--- src/hw/rtl/unicode_caseless_compare_macros.svh ---
// Assertion macros for the caseless compare block.
// Used by files that carry concurrent checks; no other dependencies.
`ifndef UNICODE_CASELESS_COMPARE_MACROS_SVH
`define UNICODE_CASELESS_COMPARE_MACROS_SVH

// same-cycle implication
`define UCC_ASSERT_IMP(lbl, clk, rst, ante, cons) \
   lbl: assert property (@(posedge clk) disable iff (rst) (ante) |-> (cons)) \
      else $error("ucc assertion failed");

// next-cycle implication
`define UCC_ASSERT_NXT(lbl, clk, rst, ante, cons) \
   lbl: assert property (@(posedge clk) disable iff (rst) (ante) |=> (cons)) \
      else $error("ucc assertion failed");

`endif

--- src/hw/rtl/ucc_pkg.sv ---
// Shared types and constants for the caseless UTF-16 compare block.
// No dependencies.
package ucc_pkg;

   localparam int REQ_TDATA_W = 64;
   localparam int RSP_TDATA_W = 8;
   localparam int CODE_W      = 16;
   localparam int LEN_W       = 16;

   typedef logic [1:0]              order_type;
   typedef logic signed [CODE_W-1:0] code_type;
   typedef logic [LEN_W-1:0]        len_type;

   localparam logic ACTION_BEGIN = 1'b0;
   localparam logic ACTION_PAIR  = 1'b1;

   localparam order_type ORDER_LESS    = 2'b11;
   localparam order_type ORDER_EQUAL   = 2'b00;
   localparam order_type ORDER_GREATER = 2'b01;
   localparam order_type ORDER_UNUSED  = 2'b10;

endpackage

--- src/hw/rtl/ucc_fold.sv ---
// Lower-case folding of one UTF-16 code (Latin, Latin Extended, Cyrillic).
// Depends on ucc_pkg.
module ucc_fold (
   input  ucc_pkg::code_type code_in,
   output ucc_pkg::code_type code_out
);

   logic [15:0] u;
   logic        even;

   assign u    = code_in;
   assign even = ~u[0];

   always_comb begin
      priority if (u >= 16'h0041 && u <= 16'h005a) begin
         code_out = code_in + 16'sh0020;
      end else if (u >= 16'h0410 && u <= 16'h042f) begin
         code_out = code_in + 16'sh0020;
      end else if (u >= 16'h0400 && u <= 16'h040f) begin
         code_out = code_in + 16'sh0050;
      end else if (u >= 16'h00c0 && u <= 16'h00de && u != 16'h00d7) begin
         code_out = code_in + 16'sh0020;
      end else if ((even && ((u >= 16'h0100 && u <= 16'h0136) ||
                             (u >= 16'h014a && u <= 16'h0176) ||
                             (u >= 16'h01e4 && u <= 16'h01ea) ||
                             (u >= 16'h01fa && u <= 16'h01fe) ||
                             (u >= 16'h0490 && u <= 16'h04e8))) ||
                   (!even && ((u >= 16'h0139 && u <= 16'h0147) ||
                              (u >= 16'h0179 && u <= 16'h017d))) ||
                   u == 16'h01a0 || u == 16'h01af || u == 16'h01ee ||
                   u == 16'h0218 || u == 16'h021a || u == 16'h0228) begin
         code_out = code_in + 16'sh0001;
      end else if (u == 16'h0178) begin
         code_out = 16'sh00ff;
      end else if (u == 16'h018f) begin
         code_out = 16'sh0259;
      end else if (u == 16'h01b7) begin
         code_out = 16'sh0292;
      end else begin
         code_out = code_in;
      end
   end

endmodule

--- src/hw/rtl/unicode_caseless_compare.sv ---
// Caseless UTF-16 string compare, one character pair per transfer.
// Result path: input register, single fold/compare stage, result register.
// Throughput: one input transfer per cycle unless a held result stalls it.
// Reset: synchronous, active high; clears state and both stage valids.
// Depends on ucc_pkg, ucc_fold and unicode_caseless_compare_macros.svh.
`include "unicode_caseless_compare_macros.svh"

module unicode_caseless_compare (
   input  logic                             clock,
   input  logic                             reset,
   input  logic                             req_tvalid,
   output logic                             req_tready,
   // len_a[15:0], len_b[31:16], char_a[47:32], char_b[63:48]
   input  logic [ucc_pkg::REQ_TDATA_W-1:0]  req_tdata,
   // action[0]
   input  logic                             req_tuser,
   output logic                             rsp_tvalid,
   input  logic                             rsp_tready,
   // order[1:0], zero fill above
   output logic [ucc_pkg::RSP_TDATA_W-1:0]  rsp_tdata
);

   // input stage
   logic               s1_valid_ff, s1_valid_in;
   logic               s1_action_ff;
   ucc_pkg::len_type   s1_len_a_ff, s1_len_b_ff;
   ucc_pkg::code_type  s1_char_a_ff, s1_char_b_ff;

   // comparison state
   ucc_pkg::len_type   pairs_left_ff, pairs_left_in;
   logic               comparing_ff, comparing_in;
   ucc_pkg::order_type verdict_ff, verdict_in;

   // result stage
   logic               rsp_valid_ff, rsp_valid_in;
   ucc_pkg::order_type rsp_order_ff;

   logic               req_fire, s1_go, s1_fire, s1_emit;
   ucc_pkg::order_type emit_order, pair_order, merged;
   ucc_pkg::code_type  fold_a, fold_b;
   ucc_pkg::len_type   pairs_dec;

   ucc_fold u_fold_a (.code_in(s1_char_a_ff), .code_out(fold_a));
   ucc_fold u_fold_b (.code_in(s1_char_b_ff), .code_out(fold_b));

   assign s1_go      = ~rsp_valid_ff | rsp_tready;
   assign s1_fire    = s1_valid_ff & s1_go;
   assign req_tready = ~s1_valid_ff | s1_go;
   assign req_fire   = req_tvalid & req_tready;
   assign pairs_dec  = pairs_left_ff - 16'd1;

   always_comb begin
      priority if (fold_a < fold_b) begin
         pair_order = ucc_pkg::ORDER_LESS;
      end else if (fold_a > fold_b) begin
         pair_order = ucc_pkg::ORDER_GREATER;
      end else begin
         pair_order = ucc_pkg::ORDER_EQUAL;
      end
   end

   assign merged = (verdict_ff == ucc_pkg::ORDER_EQUAL) ? pair_order : verdict_ff;

   always_comb begin
      pairs_left_in = pairs_left_ff;
      comparing_in  = comparing_ff;
      verdict_in    = verdict_ff;
      s1_emit       = 1'b0;
      emit_order    = ucc_pkg::ORDER_EQUAL;
      if (s1_fire) begin
         if (s1_action_ff == ucc_pkg::ACTION_BEGIN) begin
            comparing_in  = 1'b0;
            pairs_left_in = '0;
            verdict_in    = ucc_pkg::ORDER_EQUAL;
            priority if (s1_len_a_ff < s1_len_b_ff) begin
               s1_emit    = 1'b1;
               emit_order = ucc_pkg::ORDER_LESS;
            end else if (s1_len_a_ff > s1_len_b_ff) begin
               s1_emit    = 1'b1;
               emit_order = ucc_pkg::ORDER_GREATER;
            end else if (s1_len_a_ff == '0) begin
               s1_emit    = 1'b1;
               emit_order = ucc_pkg::ORDER_EQUAL;
            end else begin
               pairs_left_in = s1_len_a_ff;
               comparing_in  = 1'b1;
            end
         end else if (comparing_ff) begin
            pairs_left_in = pairs_dec;
            if (pairs_dec == '0) begin
               comparing_in = 1'b0;
               verdict_in   = ucc_pkg::ORDER_EQUAL;
               s1_emit      = 1'b1;
               emit_order   = merged;
            end else begin
               verdict_in = merged;
            end
         end
      end
   end

   assign s1_valid_in  = req_fire | (s1_valid_ff & ~s1_go);
   assign rsp_valid_in = s1_emit | (rsp_valid_ff & ~rsp_tready);

   always_ff @(posedge clock) begin
      if (reset) begin
         s1_valid_ff   <= 1'b0;
         rsp_valid_ff  <= 1'b0;
         pairs_left_ff <= '0;
         comparing_ff  <= 1'b0;
         verdict_ff    <= ucc_pkg::ORDER_EQUAL;
      end else begin
         s1_valid_ff   <= s1_valid_in;
         rsp_valid_ff  <= rsp_valid_in;
         pairs_left_ff <= pairs_left_in;
         comparing_ff  <= comparing_in;
         verdict_ff    <= verdict_in;
      end
   end

   always_ff @(posedge clock) begin
      if (req_fire) begin
         s1_action_ff <= req_tuser;
         s1_len_a_ff  <= req_tdata[15:0];
         s1_len_b_ff  <= req_tdata[31:16];
         s1_char_a_ff <= req_tdata[47:32];
         s1_char_b_ff <= req_tdata[63:48];
      end
      if (s1_emit) begin
         rsp_order_ff <= emit_order;
      end
   end

   assign rsp_tvalid = rsp_valid_ff;
   assign rsp_tdata  = {{(ucc_pkg::RSP_TDATA_W-2){1'b0}}, rsp_order_ff};

   `UCC_ASSERT_IMP(a_pairs_nonzero, clock, reset, comparing_ff, pairs_left_ff != '0)
   `UCC_ASSERT_IMP(a_idle_verdict, clock, reset, !comparing_ff, verdict_ff == ucc_pkg::ORDER_EQUAL)
   `UCC_ASSERT_IMP(a_order_code, clock, reset, rsp_valid_ff, rsp_order_ff != ucc_pkg::ORDER_UNUSED)
   `UCC_ASSERT_IMP(a_no_overwrite, clock, reset, rsp_valid_ff && !rsp_tready, !s1_emit)
   `UCC_ASSERT_NXT(a_s1_hold, clock, reset, s1_valid_ff && !s1_go, s1_valid_ff && $stable(s1_char_a_ff))

endmodule
--- config.mk ---
export PLATFORM = sky130hd
export DESIGN_NAME = unicode_caseless_compare
export DESIGN_NICKNAME = d
export VERILOG_FILES = /design/src/hw/rtl/ucc_pkg.sv /design/src/hw/rtl/ucc_fold.sv /design/src/hw/rtl/unicode_caseless_compare.sv
export VERILOG_INCLUDE_DIRS = /design/src /design/src/hw/rtl
export SDC_FILE = /design/constraint.sdc
export NUM_CORES = 1
export LEC_CHECK = 0
export ABC_AREA = 1
export BUFFER_PORTS_ARGS = -buffer_cell sky130_fd_sc_hd__buf_2
export CAP_MARGIN = 20
export CORE_MARGIN = 1.5
export CORE_UTILIZATION = 39
export DETAILED_ROUTE_END_ITERATION = 10
export MAX_ROUTING_LAYER = met4
export PLACE_DENSITY = 0.55
export SKIP_LAST_GASP = 1
export SYNTH_ARGS = -nofsm -noshare
export SYNTH_HDL_FRONTEND = slang
export SYNTH_HIERARCHICAL = 1
export SYNTH_SLANG_ARGS = --single-unit
export TNS_END_PERCENT = 1
--- constraint.sdc ---
create_clock -name clock -period 4.8 [get_ports clock]
set_clock_uncertainty 0.2 [all_clocks]
set_input_delay 0.72 -clock clock [delete_from_list [all_inputs] [get_ports clock]]
set_output_delay 0.72 -clock clock [all_outputs]
set_load 0.005 [all_outputs]
; Word-level counts from Yosys, hierarchy flattened
; Index checks and enable logic that the tools add are counted.
[totals]
input_bits = 69
regBits = 88
elab_cells = 202
output_inout_bits = 10
[op_classes]
n_addsub = 7
eq_ne = 21
bitwise_logic = 14
n_reduce_logical = 56
muxes = 45
order_cmp = 48
[ops]
columns = operator, count
row1 = 2-to-1 mux 16 bit, 21
row2 = == test 16 x 9 -> 1 bit (second input constant), 12
row3 = >= comparator 16 x 9 -> 1 bit (second input constant), 12
row4 = <= comparator 16 x 9 -> 1 bit (second input constant), 12
row5 = == test 16 x 10 -> 1 bit (second input constant), 6
row6 = >= comparator 16 x 11 -> 1 bit (second input constant), 6
row7 = <= comparator 16 x 11 -> 1 bit (second input constant), 6
row8 = adder 16 x 2 -> 16 bit (second input constant), 2
row9 = adder 16 x 7 -> 16 bit (second input constant), 2
row10 = adder 16 x 8 -> 16 bit (second input constant), 2
row11 = >= comparator 16 x 7 -> 1 bit (second input constant), 2
row12 = >= comparator 16 x 8 -> 1 bit (second input constant), 2
row13 = greater-than comparator 16 bit, 2
row14 = <= comparator 16 x 7 -> 1 bit (second input constant), 2
row15 = <= comparator 16 x 8 -> 1 bit (second input constant), 2
row16 = logical NOT 16 bit, 2
row17 = < comparator 16 bit, 2
row18 = inequality test 16 x 8 -> 1 bit (second input constant), 2
row19 = logical AND 1 bit, 28
row20 = logical OR 1 bit, 24
row21 = 2-to-1 mux 2 bit, 9
row22 = subtractor 16 x 1 -> 16 bit (second input constant), 1
row23 = 2-to-1 mux 1 bit, 15
row24 = NOT 1 bit, 6
row25 = other kinds (5), 11

; Longest topological paths before layout
[logic_depth]
depth_word = 26
depth_mapped = 34
depth_no_buf = 34

; By module
; The synthesis kept the hierarchy.
[by_module_without_submodules]
columns = module, instances, seq_area_each_um2, area_per_inst_um2, cells_per_inst
row1 = unicode_caseless_compare, 1, 2432.3, 4481.8, 481
row2 = ucc_fold at u_fold_b, 1, 0.0, 1874.3, 361
row3 = ucc_fold at u_fold_a, 1, 0.0, 1681.6, 326

; Worst setup path after synthesis
; OpenSTA, ideal clock, no wires.
[synth_path]
path_kind = register -> register
startpoint = reg s1_char_b_ff[5]
endpoint = reg rsp_order_ff[0], data pin
period_less_slack_ns = 3.469
setup_time_ns = 0.257
path_buffers = 0
stages_incl_launch_ff = 28
path_slack_ns = 1.331
arrival_ns = 3.012
required_ns = 4.343
path_cell_list = edfxtp_1 > inv_1 > ha_1 > inv_1 > a21oi_1 > nand2_1 > nand2_1 > nand3_1 > nand2_1 > nand3_2 > o21ai_4 > nand2_2 > nand2_1 > nand3b_1 > a21oi_2 > inv_1 > ha_1 > a21oi_1 > o21a_1 > nand2_1 > nand2_1 > nand2_1 > nand2_1 > nand3_1 > nand2_1 > nand2_1 > nand2_1 > a21oi_1
[synth_between]
elab_chain_cells = 26
elab_cells_between_ends = 77
classes_between = add/sub: 3 / order compare: 24 / eq/ne: 10 / mux: 14 / reduce/logical: 26
[synth_lines]
columns = element, line
row1 = start: declaration, unicode_caseless_compare.sv:27  ; ucc_pkg::code_type s1_char_a_ff, s1_char_b_ff;
row2 = start signal: assignment, unicode_caseless_compare.sv:127  ; s1_char_b_ff <= req_tdata[63:48];
row3 = >= comparator 16 x 9 -> 1 bit (tied with other cells), ucc_fold.sv:23  ; end else if ((even && ((u >= 16'h0100 && u <= 16'h0136) ||
row4 = "logical AND 1 bit, on equally long branches", "ucc_fold.sv:23, ucc_fold.sv:24"
row5 = logical OR 1 bit, ucc_fold.sv:23
row6 = logical OR 1 bit, ucc_fold.sv:24  ; (u >= 16'h014a && u <= 16'h0176) ||
row7 = logical OR 1 bit, ucc_fold.sv:25  ; (u >= 16'h01e4 && u <= 16'h01ea) ||
row8 = logical OR 1 bit, ucc_fold.sv:26  ; (u >= 16'h01fa && u <= 16'h01fe) ||
row9 = logical AND 1 bit, ucc_fold.sv:23
row10 = logical OR 1 bit, ucc_fold.sv:27  ; (u >= 16'h0490 && u <= 16'h04e8))) ||
row11 = [... 11 more ...], n/a
row12 = net fold_b[7], unicode_caseless_compare.sv:40  ; ucc_pkg::code_type fold_a, fold_b;
row13 = greater-than comparator 16 bit, unicode_caseless_compare.sv:55  ; end else if (fold_a > fold_b) begin
row14 = 2-to-1 mux 1 bit, unicode_caseless_compare.sv:55
row15 = 2-to-1 mux 2 bit (*), unicode_caseless_compare.sv:53  ; priority if (fold_a < fold_b) begin
row16 = 2-to-1 mux 2 bit (*), unicode_caseless_compare.sv:62  ; assign merged = (verdict_ff == ucc_pkg::ORDER_EQUAL) ? pair_order : verdict_ff;
row17 = 2-to-1 mux 2 bit (*), unicode_caseless_compare.sv:90  ; if (pairs_dec == '0) begin
row18 = 2-to-1 mux 2 bit (*), unicode_caseless_compare.sv:88  ; end else if (comparing_ff) begin
row19 = 2-to-1 mux 2 bit (*), unicode_caseless_compare.sv:71  ; if (s1_action_ff == ucc_pkg::ACTION_BEGIN) begin
row20 = end signal: assignment, unicode_caseless_compare.sv:130  ; rsp_order_ff <= emit_order;
row21 = end: declaration, unicode_caseless_compare.sv:36  ; ucc_pkg::order_type rsp_order_ff;
; The timed path passes the listed nets; every way through them passes the cells marked *.
; A chain may end at the register's enable or synchronous reset.

; Final worst setup path
[layout_path]
startpoint = reg s1_char_a_ff[0]
endpoint = reg rsp_order_ff[0], data pin
[layout_between]
elab_chain_cells = 26
elab_cells_between_ends = 78
classes_between = add/sub: 3 / order compare: 24 / eq/ne: 10 / mux: 14 / bitwise: 1 / reduce/logical: 26
[layout_lines]
columns = element, line
row1 = start: declaration, unicode_caseless_compare.sv:27
row2 = start signal: assignment, unicode_caseless_compare.sv:126  ; s1_char_a_ff <= req_tdata[47:32];
row3 = >= comparator 16 x 9 -> 1 bit (tied with other cells), ucc_fold.sv:23
row4 = "logical AND 1 bit, on equally long branches", "ucc_fold.sv:23, ucc_fold.sv:24"
row5 = logical OR 1 bit, ucc_fold.sv:23
row6 = logical OR 1 bit, ucc_fold.sv:24
row7 = logical OR 1 bit, ucc_fold.sv:25
row8 = logical OR 1 bit, ucc_fold.sv:26
row9 = logical AND 1 bit, ucc_fold.sv:23
row10 = logical OR 1 bit, ucc_fold.sv:27
row11 = [... 11 more ...], n/a
row12 = net fold_a[7], unicode_caseless_compare.sv:40
row13 = greater-than comparator 16 bit, unicode_caseless_compare.sv:55
row14 = 2-to-1 mux 1 bit, unicode_caseless_compare.sv:55
row15 = 2-to-1 mux 2 bit (*), unicode_caseless_compare.sv:53
row16 = 2-to-1 mux 2 bit (*), unicode_caseless_compare.sv:62
row17 = 2-to-1 mux 2 bit (*), unicode_caseless_compare.sv:90
row18 = 2-to-1 mux 2 bit (*), unicode_caseless_compare.sv:88
row19 = 2-to-1 mux 2 bit (*), unicode_caseless_compare.sv:71
; Marks and branches as above.

==> results.cfg <==
[min_path]
min_path_type = register to register

[pwr]
vdd_drop_max_uv = 187
internal_power_mw = 1.38
power_frac_clock_pct = 31.3
swShare_pct = 31.4
leakage_nw = 4.11
powerDensity_nw_per_um2 = 228
p_comb_share_pct = 22.9
p_switching_uw = 632
p_total_mw = 2.02
seqPwrFrac_pct = 45.8

[floorplan]
coreArea_um2 = 20200
io_pins = 79
start_util_pct = 39.7
rows = 52
die_h_um = 147
die-area_um2 = 21500
die_w_um = 147

[synthesis]
ys_types = 50
syn_area_um2 = 8040
synth-seq-area-share_pct = 30.3
async_reset_ff_share_pct = 0
synth_seq_cells = 88
synth_edf_count = 67
syn_area_per_cell_um2 = 6.88
synthFlopType = edfxtp_1
yosys_warnings = 6
synth_cells = 1168

[cts]
cts_made_buffers = 9
cts_max_level = 3
clock_sinks = 88
ctsResizeCount = 0
clock_latency_ns = 0.34
clockRootBuffer = clkbuf_16
cts_setup_buffers = 0
cts_tree = done
clk_pin_slew_ns = 0.06
hold_buffers = 0
clk_path_buf_depth = 2

[global_route]
grt.overflow.total = 0
grt_pass1_vias = 7143
grt_pass1_wl_um = 36100
grt_max_degree = 34
track_usage_pct = 21.7
grt_antenna_before_repair = 0

[detailed_routing]
drt_wl_total_um = 22300
vias_per_cell = 5.11
ant_nets = 0
remaining_drc_errors = 0
drt-wirelength-per-cell_um = 14.9
num_vias = 7664
drt_iter0_markers = 722
first_pass_iters = 6

[sta]
fin_hold_ws_ns = 0.259
tightest_slew_ns = 0.717
fin_ws_ns = 0.666
slew_headroom_pct = 52.2
maxSlewViolCount = 0
hold_viol_final = 0
setup_viol = 0
finalSetupTns_ns = 0
period_needed_ns = 4.13
rsz0062_at_grt = no
fmax_ghz = 0.242
period_share_pct = 86.1

[place]
placed_area_um2 = 8590
io_buffers = 72
hpwl_um = 17900
dp_slack_ns = 0.717
gp_congestion = 0.987
dp.cells = 1484

[critical_path]
crit_path_top_delay_cell = edfxtp_1
worst_setup_path_end_kind = register
cp_top_family = simple AND/OR/NAND/NOR gates
startpoint_type = register
crit_path_frequent_cell = nand2_1
worstRegToRegCells = 25
path_buf_inv = 2
reg2reg_to = rsp_order_ff[0]
cp_max_fo = 10
crit_required_ns = 4.68
critPathKind = register to register
critPathLaunch = s1_char_a_ff[0]
ff2ff_setup_slack_ns = 0.67
cp.depth = 25
crit_path_max_incr_delay_ns = 0.58
reg2reg_from = s1_char_a_ff[0]
cp-endpoint = rsp_order_ff[0]
arrival_ns = 4.02

[final_layout]
area_growth_pct = 10.1
finalNonFillerCells = 1500
num_antenna_cells = 0
fillCellCount = 2080
fin_area_um2 = 8850
final_util_pct = 43.8
final_nets = 1356
final_common_cell = nand2_1
final_cell_mix = 316 x nand2_1, 131 x inv_1, 125 x nor2_1
drive_above_1_share_pct = 15.0

[run_status]
status = complete, no violations

[run]
cap_violations = 0
## synthesized netlist by cell type (3+ instances only)
cell type / count / area share, %
a21oi_1: 76 / 4.7
nor4_1: 3 / 0.23
nand3b_1: 12 / 1.1
nand4_1: 23 / 1.8
clkbuf_1: 16 / 0.75
inv_1: 132 / 6.2
buf_4: 16 / 1.5
a21oi_2: 5 / 0.54
nand3_1: 78 / 4.9
nand2_1: 316 / 15
o211ai_1: 4 / 0.37
nand2_2: 15 / 1.2
edfxtp_1: 67 / 25
or2_2: 3 / 0.23
inv_2: 15 / 0.70
nor2_1: 125 / 5.8
o31ai_1: 3 / 0.28
o21ai_0: 49 / 3.1
ha_1: 62 / 9.7
xnor2_1: 4 / 0.44
nor2_2: 22 / 1.7
nor2_4: 13 / 1.8
o22ai_1: 3 / 0.23
nand2_4: 4 / 0.56
o21ai_1: 14 / 0.87
dfxtp_1: 21 / 5.2
xor2_1: 15 / 1.6
nor3_1: 10 / 0.62
nand3_2: 4 / 0.50
buf_6: 3 / 0.42
buf_2: 5 / 0.31
a31oi_1: 5 / 0.39
## cell type report
type | count | area [um2] | area share, %
clock buffers | 11 | 233 | 2.63
clock inverters | 5 | 33.8 | 0.382
inverters | 151 | 572 | 6.46
multi-input cells | 893 | 4810 | 54.3
flip-flops and latches | 88 | 2430 | 27.5
well taps | 270 | 338 | 3.82
repair buffers | 82 | 435 | 4.92
## worst min-delay path by stage
stage	start	to	slack (ns)	cells past startpoint
2_1_floorplan	verdict_ff[0]	verdict_ff[0]	0.24	2
3_3_place_gp	verdict_ff[1]	verdict_ff[1]	0.25	2
3_5_place_dp	verdict_ff[1]	verdict_ff[1]	0.25	2
4_1_cts	verdict_ff[1]	verdict_ff[1]	0.26	2
5_1_grt	verdict_ff[1]	verdict_ff[1]	0.28	2
6_report	verdict_ff[1]	verdict_ff[1]	0.26	2
## worst register-to-register path, delay by kind of cell (launching register included)
family	cells	cell delay [ns]
buf+inv	2	0.17
flops	1	0.58
simple gates	14	1.59
compound gates	7	0.82
fa+ha+maj	2	0.51
## sequential cells by signal, summed over array words and instances, names as in the netlist
signal         count
s1_valid_ff        1
rsp_order_ff       2
s1_action_ff       1
comparing_ff       1
s1_char_b_ff      16
s1_len_b_ff       16
s1_len_a_ff       16
s1_char_a_ff      16
rsp_tvalid         1
verdict_ff         2
pairs_left_ff     16
## power by group through the flow
stage / Combinational, mW / Sequential (mW) / Clock, mW
after floorplan: 0.357 / 0.913 / 0
after global placement: 0.463 / 0.942 / 0
after detailed placement: 0.459 / 0.941 / 0
after CTS: 0.461 / 0.924 / 0.652
after global routing: 0.529 / 0.930 / 0.683
final: 0.461 / 0.924 / 0.631
## layer usage
metal	global-route usage (%)	vias up	routed length, um
met4	5.86	0	343
met2	36.7	258	10900
li1	-	3917	-
met1	27.3	3456	9930
met5	-	-	0
met3	2.66	33	1210
## cell families (layout without fill, tap and decap cells)
group | count (synthesis) | in the layout | synth area share [%]
compound gates | 173 | 173 | 12.0
xor+xnor | 19 | 19 | 2.07
fa+ha+maj | 62 | 62 | 9.65
buf+inv | 192 | 249 | 10.1
flops | 88 | 88 | 30.3
other cells | 1 | 6 | 0.0467
simple gates | 633 | 633 | 35.9
Note: power is estimated with default switching activity, not from simulation.
